`src/pressure_frame_parser_top_macros.svh`:
```
// ----------------------------------------------------------------------------
// pressure_frame_parser_top_macros.svh
// Assertion macros for the pressure frame parser. Define NO_ASSERTIONS to
// compile them away.
// ----------------------------------------------------------------------------
`ifndef PRESSURE_FRAME_PARSER_TOP_MACROS_SVH
`define PRESSURE_FRAME_PARSER_TOP_MACROS_SVH

`ifndef NO_ASSERTIONS

// checked only outside reset
`define PFP_ASSERT(lbl, prop, msg) \
  lbl: assert property (@(posedge clk) disable iff (!rst_n) prop) else $error(msg);

// checked on every edge, reset included
`define PFP_ASSERT_ALWAYS(lbl, prop, msg) \
  lbl: assert property (@(posedge clk) prop) else $error(msg);

`else

`define PFP_ASSERT(lbl, prop, msg)
`define PFP_ASSERT_ALWAYS(lbl, prop, msg)

`endif

`endif

```
`src/pfp_pkg.sv`:
```
// ----------------------------------------------------------------------------
// pfp_pkg
// Shared constants, types and helpers of the pressure frame parser.
// ----------------------------------------------------------------------------
package pfp_pkg;

  localparam int PAYLOAD_LEN = 7;
  localparam int FILL_W      = 3;
  localparam int CHAR_W      = 8;

  typedef logic [CHAR_W-1:0] char_t;

  localparam char_t START_MARK = 8'h3B;  // ';'
  localparam char_t END_MARK   = 8'h3A;  // ':'
  localparam char_t SEP_MARK   = 8'h78;  // 'x'
  localparam char_t DIGIT_LO   = 8'h30;
  localparam char_t DIGIT_HI   = 8'h39;

  localparam logic [FILL_W-1:0] FILL_FULL = FILL_W'(PAYLOAD_LEN);

  typedef logic [PAYLOAD_LEN-1:0][CHAR_W-1:0] text_t;

  // "#ERROR#", element 0 is the first character
  localparam text_t ERROR_TEXT = {8'h23, 8'h52, 8'h4F, 8'h52, 8'h52, 8'h45, 8'h23};

  typedef struct packed {
    logic  frame_error;
    text_t text;
  } pfp_res_t;

  typedef struct packed {
    logic              awaiting;
    logic [FILL_W-1:0] fill;
  } pfp_stat_t;

  function automatic logic is_digit(input char_t c);
    return (c >= DIGIT_LO) && (c <= DIGIT_HI);
  endfunction

endpackage

```
`src/pressure_frame_parser_top.sv`:
```
// ----------------------------------------------------------------------------
// pressure_frame_parser_top
// Frames blood-pressure readings from a serial byte stream.
//
// Input channel: one ASCII byte per transaction on in_rx_byte (in_valid,
// in_stall). Result channel: out_frame_error and out_text_byte_0..6
// (out_valid, out_stall). A frame is ';', seven payload bytes, ':'. A valid
// payload (three digits, 'x', three digits) is passed on with the error flag
// low; any malformed frame gives "#ERROR#" with the flag high.
// A result passes the input register, then the result register, after the
// byte that closes the frame is accepted. Throughput: one byte per cycle
// unless a result meets a full, stalled result register; the frame check
// and state update fit in the single stage between the two registers.
// Reset (rst_n low, synchronous) empties both registers and returns the
// parser to waiting for ';'.
// A stalled result holds; bytes that cause no result keep flowing, and
// in_stall rises only when a result-producing byte meets a full, stalled
// result register.
// ----------------------------------------------------------------------------
`include "pressure_frame_parser_top_macros.svh"

module pressure_frame_parser_top (
  input  logic           clk,
  input  logic           rst_n,
  input  logic           in_valid,
  output logic           in_stall,
  input  pfp_pkg::char_t in_rx_byte,
  output logic           out_valid,
  input  logic           out_stall,
  output logic           out_frame_error,
  output pfp_pkg::char_t out_text_byte_0,
  output pfp_pkg::char_t out_text_byte_1,
  output pfp_pkg::char_t out_text_byte_2,
  output pfp_pkg::char_t out_text_byte_3,
  output pfp_pkg::char_t out_text_byte_4,
  output pfp_pkg::char_t out_text_byte_5,
  output pfp_pkg::char_t out_text_byte_6
);
  import pfp_pkg::*;

  logic      a_vld;
  char_t     a_byte;
  logic      a_take;
  logic      out_ready;
  logic      res_vld;
  pfp_res_t  res;
  pfp_res_t  out_res;
  pfp_stat_t stat;

  pfp_in_reg u_in_reg (
    .clk        (clk),
    .rst_n      (rst_n),
    .in_valid   (in_valid),
    .in_rx_byte (in_rx_byte),
    .in_stall   (in_stall),
    .a_take     (a_take),
    .a_vld      (a_vld),
    .a_byte     (a_byte)
  );

  pfp_frame u_frame (
    .clk       (clk),
    .rst_n     (rst_n),
    .a_vld     (a_vld),
    .a_byte    (a_byte),
    .out_ready (out_ready),
    .a_take    (a_take),
    .res_vld   (res_vld),
    .res       (res),
    .stat      (stat)
  );

  pfp_out_reg u_out_reg (
    .clk       (clk),
    .rst_n     (rst_n),
    .res_vld   (res_vld),
    .res       (res),
    .out_stall (out_stall),
    .out_ready (out_ready),
    .out_valid (out_valid),
    .out_res   (out_res)
  );

  assign out_frame_error = out_res.frame_error;
  assign out_text_byte_0 = out_res.text[0];
  assign out_text_byte_1 = out_res.text[1];
  assign out_text_byte_2 = out_res.text[2];
  assign out_text_byte_3 = out_res.text[3];
  assign out_text_byte_4 = out_res.text[4];
  assign out_text_byte_5 = out_res.text[5];
  assign out_text_byte_6 = out_res.text[6];

  `PFP_ASSERT(a_idle_no_fill, stat.awaiting |-> (stat.fill == '0), "fill count set while idle")
  `PFP_ASSERT(a_res_from_byte, $rose(out_valid) |-> $past(a_take), "result without a byte taken")
  `PFP_ASSERT(a_valid_sep, (out_valid && !out_frame_error) |-> (out_text_byte_3 == SEP_MARK), "valid reading without separator")
  `PFP_ASSERT_ALWAYS(a_reset_idle, !rst_n |=> (stat.awaiting && !out_valid), "reset did not return to idle")

endmodule

```
`src/pfp_in_reg.sv`:
```
// ----------------------------------------------------------------------------
// pfp_in_reg
// Input register: holds one received byte until the frame stage takes it.
// ----------------------------------------------------------------------------
module pfp_in_reg (
  input  logic          clk,
  input  logic          rst_n,
  input  logic          in_valid,
  input  pfp_pkg::char_t in_rx_byte,
  output logic          in_stall,
  input  logic          a_take,
  output logic          a_vld,
  output pfp_pkg::char_t a_byte
);
  import pfp_pkg::*;

  logic  vld_r, vld_nxt;
  char_t byte_r;
  logic  in_fire;

  assign in_stall = vld_r && !a_take;
  assign in_fire  = in_valid && !in_stall;

  always_comb begin
    vld_nxt = vld_r;
    if (in_fire) begin
      vld_nxt = 1'b1;
    end else if (a_take) begin
      vld_nxt = 1'b0;
    end
  end

  always_ff @(posedge clk) begin
    if (!rst_n) begin
      vld_r <= 1'b0;
    end else begin
      vld_r <= vld_nxt;
    end
  end

  always_ff @(posedge clk) begin
    if (in_fire) begin
      byte_r <= in_rx_byte;
    end
  end

  assign a_vld  = vld_r;
  assign a_byte = byte_r;

endmodule

```
`src/pfp_frame.sv`:
```
// ----------------------------------------------------------------------------
// pfp_frame
// Frame state, payload store and format check; forms one result per frame.
// ----------------------------------------------------------------------------
module pfp_frame (
  input  logic              clk,
  input  logic              rst_n,
  input  logic              a_vld,
  input  pfp_pkg::char_t    a_byte,
  input  logic              out_ready,
  output logic              a_take,
  output logic              res_vld,
  output pfp_pkg::pfp_res_t res,
  output pfp_pkg::pfp_stat_t stat
);
  import pfp_pkg::*;

  logic              awaiting_r, awaiting_nxt;
  logic [FILL_W-1:0] fill_r, fill_nxt;
  char_t             store_r [PAYLOAD_LEN];
  logic              gen;
  logic              err;
  logic              store_en;
  logic              payload_ok;
  text_t             payload;

  always_comb begin
    for (int i = 0; i < PAYLOAD_LEN; i++) begin
      payload[i] = store_r[i];
    end
  end

  assign payload_ok = (store_r[3] == SEP_MARK) &&
                      is_digit(store_r[0]) && is_digit(store_r[1]) &&
                      is_digit(store_r[2]) && is_digit(store_r[4]) &&
                      is_digit(store_r[5]) && is_digit(store_r[6]);

  always_comb begin
    gen          = 1'b0;
    err          = 1'b1;
    store_en     = 1'b0;
    awaiting_nxt = awaiting_r;
    fill_nxt     = fill_r;
    if (awaiting_r) begin
      if (a_byte == START_MARK) begin
        awaiting_nxt = 1'b0;
      end
    end else if (fill_r == FILL_FULL) begin
      gen          = 1'b1;
      err          = !((a_byte == END_MARK) && payload_ok);
      awaiting_nxt = 1'b1;
      fill_nxt     = '0;
    end else if (a_byte == END_MARK) begin
      gen          = 1'b1;
      awaiting_nxt = 1'b1;
      fill_nxt     = '0;
    end else if (a_byte == START_MARK) begin
      gen      = 1'b1;
      fill_nxt = '0;
    end else begin
      store_en = 1'b1;
      fill_nxt = fill_r + 1'b1;
    end
  end

  assign a_take  = a_vld && (!gen || out_ready);
  assign res_vld = a_take && gen;

  assign res.frame_error = err;
  assign res.text        = err ? ERROR_TEXT : payload;

  always_ff @(posedge clk) begin
    if (!rst_n) begin
      awaiting_r <= 1'b1;
      fill_r     <= '0;
    end else if (a_take) begin
      awaiting_r <= awaiting_nxt;
      fill_r     <= fill_nxt;
    end
  end

  always_ff @(posedge clk) begin
    if (a_take && store_en) begin
      store_r[fill_r] <= a_byte;
    end
  end

  assign stat.awaiting = awaiting_r;
  assign stat.fill     = fill_r;

endmodule

```
`src/pfp_out_reg.sv`:
```
// ----------------------------------------------------------------------------
// pfp_out_reg
// Result register: holds one result transaction until the receiver takes it.
// ----------------------------------------------------------------------------
module pfp_out_reg (
  input  logic              clk,
  input  logic              rst_n,
  input  logic              res_vld,
  input  pfp_pkg::pfp_res_t res,
  input  logic              out_stall,
  output logic              out_ready,
  output logic              out_valid,
  output pfp_pkg::pfp_res_t out_res
);
  import pfp_pkg::*;

  logic     vld_r, vld_nxt;
  pfp_res_t res_r;

  assign out_ready = !vld_r || !out_stall;

  always_comb begin
    vld_nxt = vld_r;
    if (res_vld) begin
      vld_nxt = 1'b1;
    end else if (!out_stall) begin
      vld_nxt = 1'b0;
    end
  end

  always_ff @(posedge clk) begin
    if (!rst_n) begin
      vld_r <= 1'b0;
    end else begin
      vld_r <= vld_nxt;
    end
  end

  always_ff @(posedge clk) begin
    if (res_vld) begin
      res_r <= res;
    end
  end

  assign out_valid = vld_r;
  assign out_res   = res_r;

endmodule

```
`config.mk`:
```
export PLATFORM = sky130hd
export DESIGN_NAME = pressure_frame_parser_top
export DESIGN_NICKNAME = d
export VERILOG_FILES = /design/src/pfp_pkg.sv /design/src/pressure_frame_parser_top.sv /design/src/pfp_in_reg.sv /design/src/pfp_frame.sv /design/src/pfp_out_reg.sv
export VERILOG_INCLUDE_DIRS = /design/src /design/src/src
export SDC_FILE = /design/constraint.sdc
export NUM_CORES = 1
export LEC_CHECK = 0
export ABC_AREA = 0
export BUFFER_PORTS_ARGS = -buffer_cell sky130_fd_sc_hd__buf_2
export CORE_MARGIN = 2
export CORE_UTILIZATION = 60
export DETAILED_ROUTE_END_ITERATION = 6
export PLACE_DENSITY = 0.84
export REMOVE_ABC_BUFFERS = 1
export SLEW_MARGIN = 10
export SYNTH_ARGS = -nofsm -noshare
export SYNTH_HDL_FRONTEND = slang
export SYNTH_HIERARCHICAL = 1
export SYNTH_SLANG_ARGS = --single-unit
```
`constraint.sdc`:
```
create_clock -name clk -period 12.67 [get_ports clk]
set_input_delay 1.267 -clock clk [delete_from_list [all_inputs] [get_ports clk]]
set_output_delay 1.267 -clock clk [all_outputs]
set_load 0.02 [all_outputs]
```
* After elaboration in Yosys (flattened, before gate mapping)
Memory sizes are Yosys's and may differ from the RTL's. Index checks and enable logic that the tools add are counted.
Storage, ports and cells: flip-flop bits (word level) 71, bits in writable memories 56, input port bits 12, output and inout bits 59, logic and storage cells 83, memories 1
Memories:
- u_frame.store_r | depth 7, width 8, read ports 7, clocked after Yosys merged registers in 0, wr ports 1, RTL line pfp_frame.sv:20 | char_t store_r [PAYLOAD_LEN];
Cells by class: add/subtract/negate cells 1, order comparisons 12, eq/ne operators 5, multiplexer cells 22, bitwise logic cells 1, reductions and logical operators 28
Operators with widths (count):
- $ge A8 B6 Y1 const B | 6
- $le A8 B6 Y1 const B | 6
- $mux W1 | 19
- $logic_and A1 B1 Y1 | 18
- $eq A8 B6 Y1 const B | 2
- $mux W3 | 3
- $eq A8 B7 Y1 const B | 1
- $logic_not A1 Y1 | 6
- $add A3 B1 Y3 const B | 1
- $eq A3 B3 Y1 const B | 1
- $logic_or A1 B1 Y1 | 2
- $ne A2 B1 Y1 const B | 1
- $reduce_and A2 Y1 | 1
- $reduce_bool A2 Y1 | 1
- $not A1 Y1 | 1

* Longest topological paths before layout
word-level depth 13, mapped depth 8, depth with buffers taken out 6

* By module
The synthesis kept the hierarchy.
By module, submodules not included:
- pfp_frame | times used 1, cells an instance 184, area an instance 2568.7 sq um, seq. area each 1761.7 sq um
- pfp_out_reg | times used 1, cells an instance 61, area an instance 1746.7 sq um, seq. area each 1731.7 sq um
- pfp_in_reg | times used 1, cells an instance 12, area an instance 287.8 sq um, seq. area each 260.2 sq um

* Worst setup path after synthesis
No wires, ideal clock.
path type in2reg, start point in out_stall, end point reg, netlist name u_out_reg/out_res[0], library setup time 544 ps, arrival 5343 ps, data required time 12126 ps, path slack 6782 ps, stages 3, buffers on the path 0, cells stage by stage nand2_1 -> nand2_1 -> nor3_1
On the way: longest elaborated chain between the ends 5
RTL lines:
- start: declaration | RTL line pressure_frame_parser_top.sv:29 | input logic out_stall,
- $logic_not A1 Y1 | RTL line pfp_out_reg.sv:20 | assign out_ready = !vld_r || !out_stall;
- $logic_or A1 B1 Y1 | RTL line pfp_out_reg.sv:20
- $logic_or A1 B1 Y1 | RTL line pfp_frame.sv:66 | assign a_take = a_vld && (!gen || out_ready);
- $logic_and A1 B1 Y1 | RTL line pfp_frame.sv:66
- $logic_and A1 B1 Y1 | RTL line pfp_frame.sv:67 | assign res_vld = a_take && gen;
- via res_vld | RTL line pressure_frame_parser_top.sv:45 | logic res_vld;
The timed path passes the listed nets, and every way through them passes these cells. A chain may end at the register's enable or synchronous reset.

* Worst setup path in the final report
start point reg u_in_reg.byte_r[2], in the netlist u_in_reg/a_byte[2], end point out in_stall
On the way: longest elaborated chain between the ends 10, elaborated cells on any way between the ends 11, classes of those cells 2 x eq/ne; 4 x mux; 5 x reduce/logical
RTL lines:
- start: declaration | RTL line pfp_in_reg.sv:18 | char_t byte_r;
- start signal: assignment | RTL line pfp_in_reg.sv:43 | byte_r <= in_rx_byte;
- $eq A8 B6 Y1 | RTL line pfp_frame.sv:57 | end else if (a_byte == START_MARK) begin
- $mux W1 | RTL line pfp_frame.sv:57
- $mux W1 (*) | RTL line pfp_frame.sv:53 | end else if (a_byte == END_MARK) begin
- $mux W1 (*) | RTL line pfp_frame.sv:48 | end else if (fill_r == FILL_FULL) begin
- $mux W1 (*) | RTL line pfp_frame.sv:44 | if (awaiting_r) begin
- $logic_not A1 Y1 (*) | RTL line pfp_frame.sv:66
- $logic_or A1 B1 Y1 (*) | RTL line pfp_frame.sv:66
- $logic_and A1 B1 Y1 (*) | RTL line pfp_frame.sv:66
- via a_take | RTL line pressure_frame_parser_top.sv:43 | logic a_take;
- $logic_not A1 Y1 (*) | RTL line pfp_in_reg.sv:21 | assign in_stall = vld_r && !a_take;
- $logic_and A1 B1 Y1 (*) | RTL line pfp_in_reg.sv:21
- end: declaration | RTL line pressure_frame_parser_top.sv:26 | output logic in_stall,
The timed path passes the listed nets; every way through them passes the cells marked *.

==> summary.txt <==
Status
  – Outcome: finished clean

Drt
  – Drt pass-1 iters: 4
  – Antenna-violating nets left: 0
  – Final wirelength: 7.30 mm
  – Drt drc: 0
  – Drt wl/cell: 16.1 µm
  – Vias: 2,404
  – DRT iter0 DRCs: 130
  – Via density: 5.32

Floorplanning
  – Die Width: 91.5 µm
  – I/O pins: 71
  – Die Y: 91.5 µm
  – Initial Util: 62.7%
  – Row cnt: 31
  – Total core area: 0.00733 mm²
  – Total die area: 0.00838 mm²

STA
  – RSZ-0062 raised after global routing: no
  – Max-slew violations: 0
  – Final worst setup slack: 9.05 ns
  – Slew margin rel.: 21.8%
  – Setup TNS Final: 0 ns
  – Period minus WS final: 3.62 ns
  – Final Hold Viols: 0
  – Final Setup Violations: 0
  – Period utilisation layout: 28.6%
  – Slew @ Worst Pin: 1.16 ns
  – Clock skew: 0.00569 ns
  – FMAX: 0.276 GHz

Critical path
  – Worst R2R Setup Slack: 9.72 ns
  – Top cell family by delay on the critical path: compound AO/OA/AOI/OAI gates
  – Worst path max stage delay: 0.54 ns
  – CP Data Required Time: 11.40 ns
  – Critical Path AT: 2.36 ns
  – Critical path endpoint category: output port
  – CP max-delay cell: edfxtp_1
  – Crit path cell chain: nor4b_4 -> a41oi_1 -> o31a_1 -> nor2b_4 -> buf_2
  – CP bufs+invs: 1
  – Worst Path Max Fanout: 8
  – Crit start category: register
  – Critical path class: register to output port

Yosys
  – Mapped Cells: 256
  – Synthesized area: 0.00460 mm²
  – Avg Cell Area, Syn: 18.0 µm²
  – YS warnings: 6

Final layout
  – Antenna cells: 0
  – Fillcell total: 405
  – Nets@finish: 354
  – FF/Latch Area: 0.00375 mm²
  – Final core occ: 76.8%
  – Area growth syn-to-layout: 22.5%
  – Commonest non-fill, non-tap cells in the layout: 121 x edfxtp_1, 70 x buf_2, 17 x conb_1
  – Share of cells above drive strength 1: 32.0%
  – Leading cell type in the layout, fill and taps excluded: edfxtp_1
  – Multi-input gate area: 738 µm²

GRT
  – Vias in the first global route: 2,354
  – Total track usage: 19.2%
  – Global-route wire length before repair: 11.6 mm
  – Initial antenna violation count: 0
  – Grt ovf: 0
  – Largest net degree at the start of global routing: 58

Power and ir drop
  – Leakage power: 1.86 nW
  – Sw Ratio: 19.1%
  – P_int: 0.785 mW
  – Total power: 0.971 mW
  – Flop pwr share: 47.9%
  – P_sw: 0.185 mW
  – Max VDD drop: 0.121 mV
  – Clock power share: 51.5%
  – Pwr Density: 172 mW/mm²
  – Comb power frac: 0.6%

Clocking
  – Total CTS buffers: 17
  – Clock slew at reported path FFs: 0.06 ns
  – Clock buffer depth: 2
  – H-tree lvl count: 4
  – Clk Latency, worst-skew pair: 0.51 ns
  – Clock sinks: 127
  – Root Buffer: clkbuf_8
  – Post_cts resized: 0
  – CTS tree: done
  – Setup bufs post-CTS: 0
  – Hold Buf Count CTS: 0

Place
  – Pre-CTS setup slack: 9.36 ns
  – Placer Congestion: 0.806
  – HPWL after detailed placement: 4.25 mm
  – IO Port Bufs: 70

Hold path
  – Worst Hold Class: register to register

Flow run
  – Max Cap Viol: 0
## worst reg2reg max path, stage by stage, from the launching register on
cell and delay (ns):
dfxtp_1 0.39, ha_1 0.23, ha_1 0.21, a41oi_1 0.40, nand3_1 0.35, nor3_1 0.98
## final timing paths
kind                           endpoint  cells after the start             startpoint
setup / recovery               in_stall                      5     u_in_reg/a_byte[2]
setup reg to reg  u_frame/store_r[5][1]                      5      u_frame/fill_r[0]
hold reg to reg   u_out_reg/out_res[32]                      1  u_frame/store_r[4][0]
hold / removal    u_out_reg/out_res[32]                      1  u_frame/store_r[4][0]
## through the flow
step           instance area (µm²)  hold WS [ns]  instances
3_5_place_dp                  5000         0.495        420
3_3_place_gp                  5000         0.487        420
6_report                      5630         0.507        452
2_1_floorplan                 4480         0.482        246
4_1_cts                       5620         0.507        452
5_1_grt                       5630         0.524        452
## registers in the layout, summed over array words and instances (netlist names)
register	flops
u_out_reg/out_valid	1
u_frame/store_r	56
u_frame/awaiting_r	1
u_out_reg/out_res	57
u_in_reg/a_vld	1
u_frame/fill_r	3
u_in_reg/a_byte	8
## layer usage
metal | track usage (%) | up-vias | share of wire [%]
met4 | 9.60 | 0 | 1.9
met2 | 30.8 | 99 | 51
li1 | - | 1132 | -
met1 | 22.2 | 1158 | 39
met5 | 0 | - | 0
met3 | 7.88 | 15 | 7.3
## cell type report
class,count,share of cell area [%]
flip-flops and latches,127,66.7
multi-input cells,118,13.1
clock buffers,18,7.42
repair buffers,75,6.89
clock inverters,14,3.62
well taps,99,2.20
inverters,1,0.0667
## power by group through the flow
stage                     Combinational (mW)  Clock (mW)  Sequential (mW)
after floorplan                      0.00334           0            0.471
after global placement               0.00579           0            0.473
after detailed placement             0.00588           0            0.473
after CTS                            0.00597       0.506            0.465
after global routing                 0.00717       0.524            0.465
final                                0.00622       0.500            0.465
(Power assumes the default switching activity.)
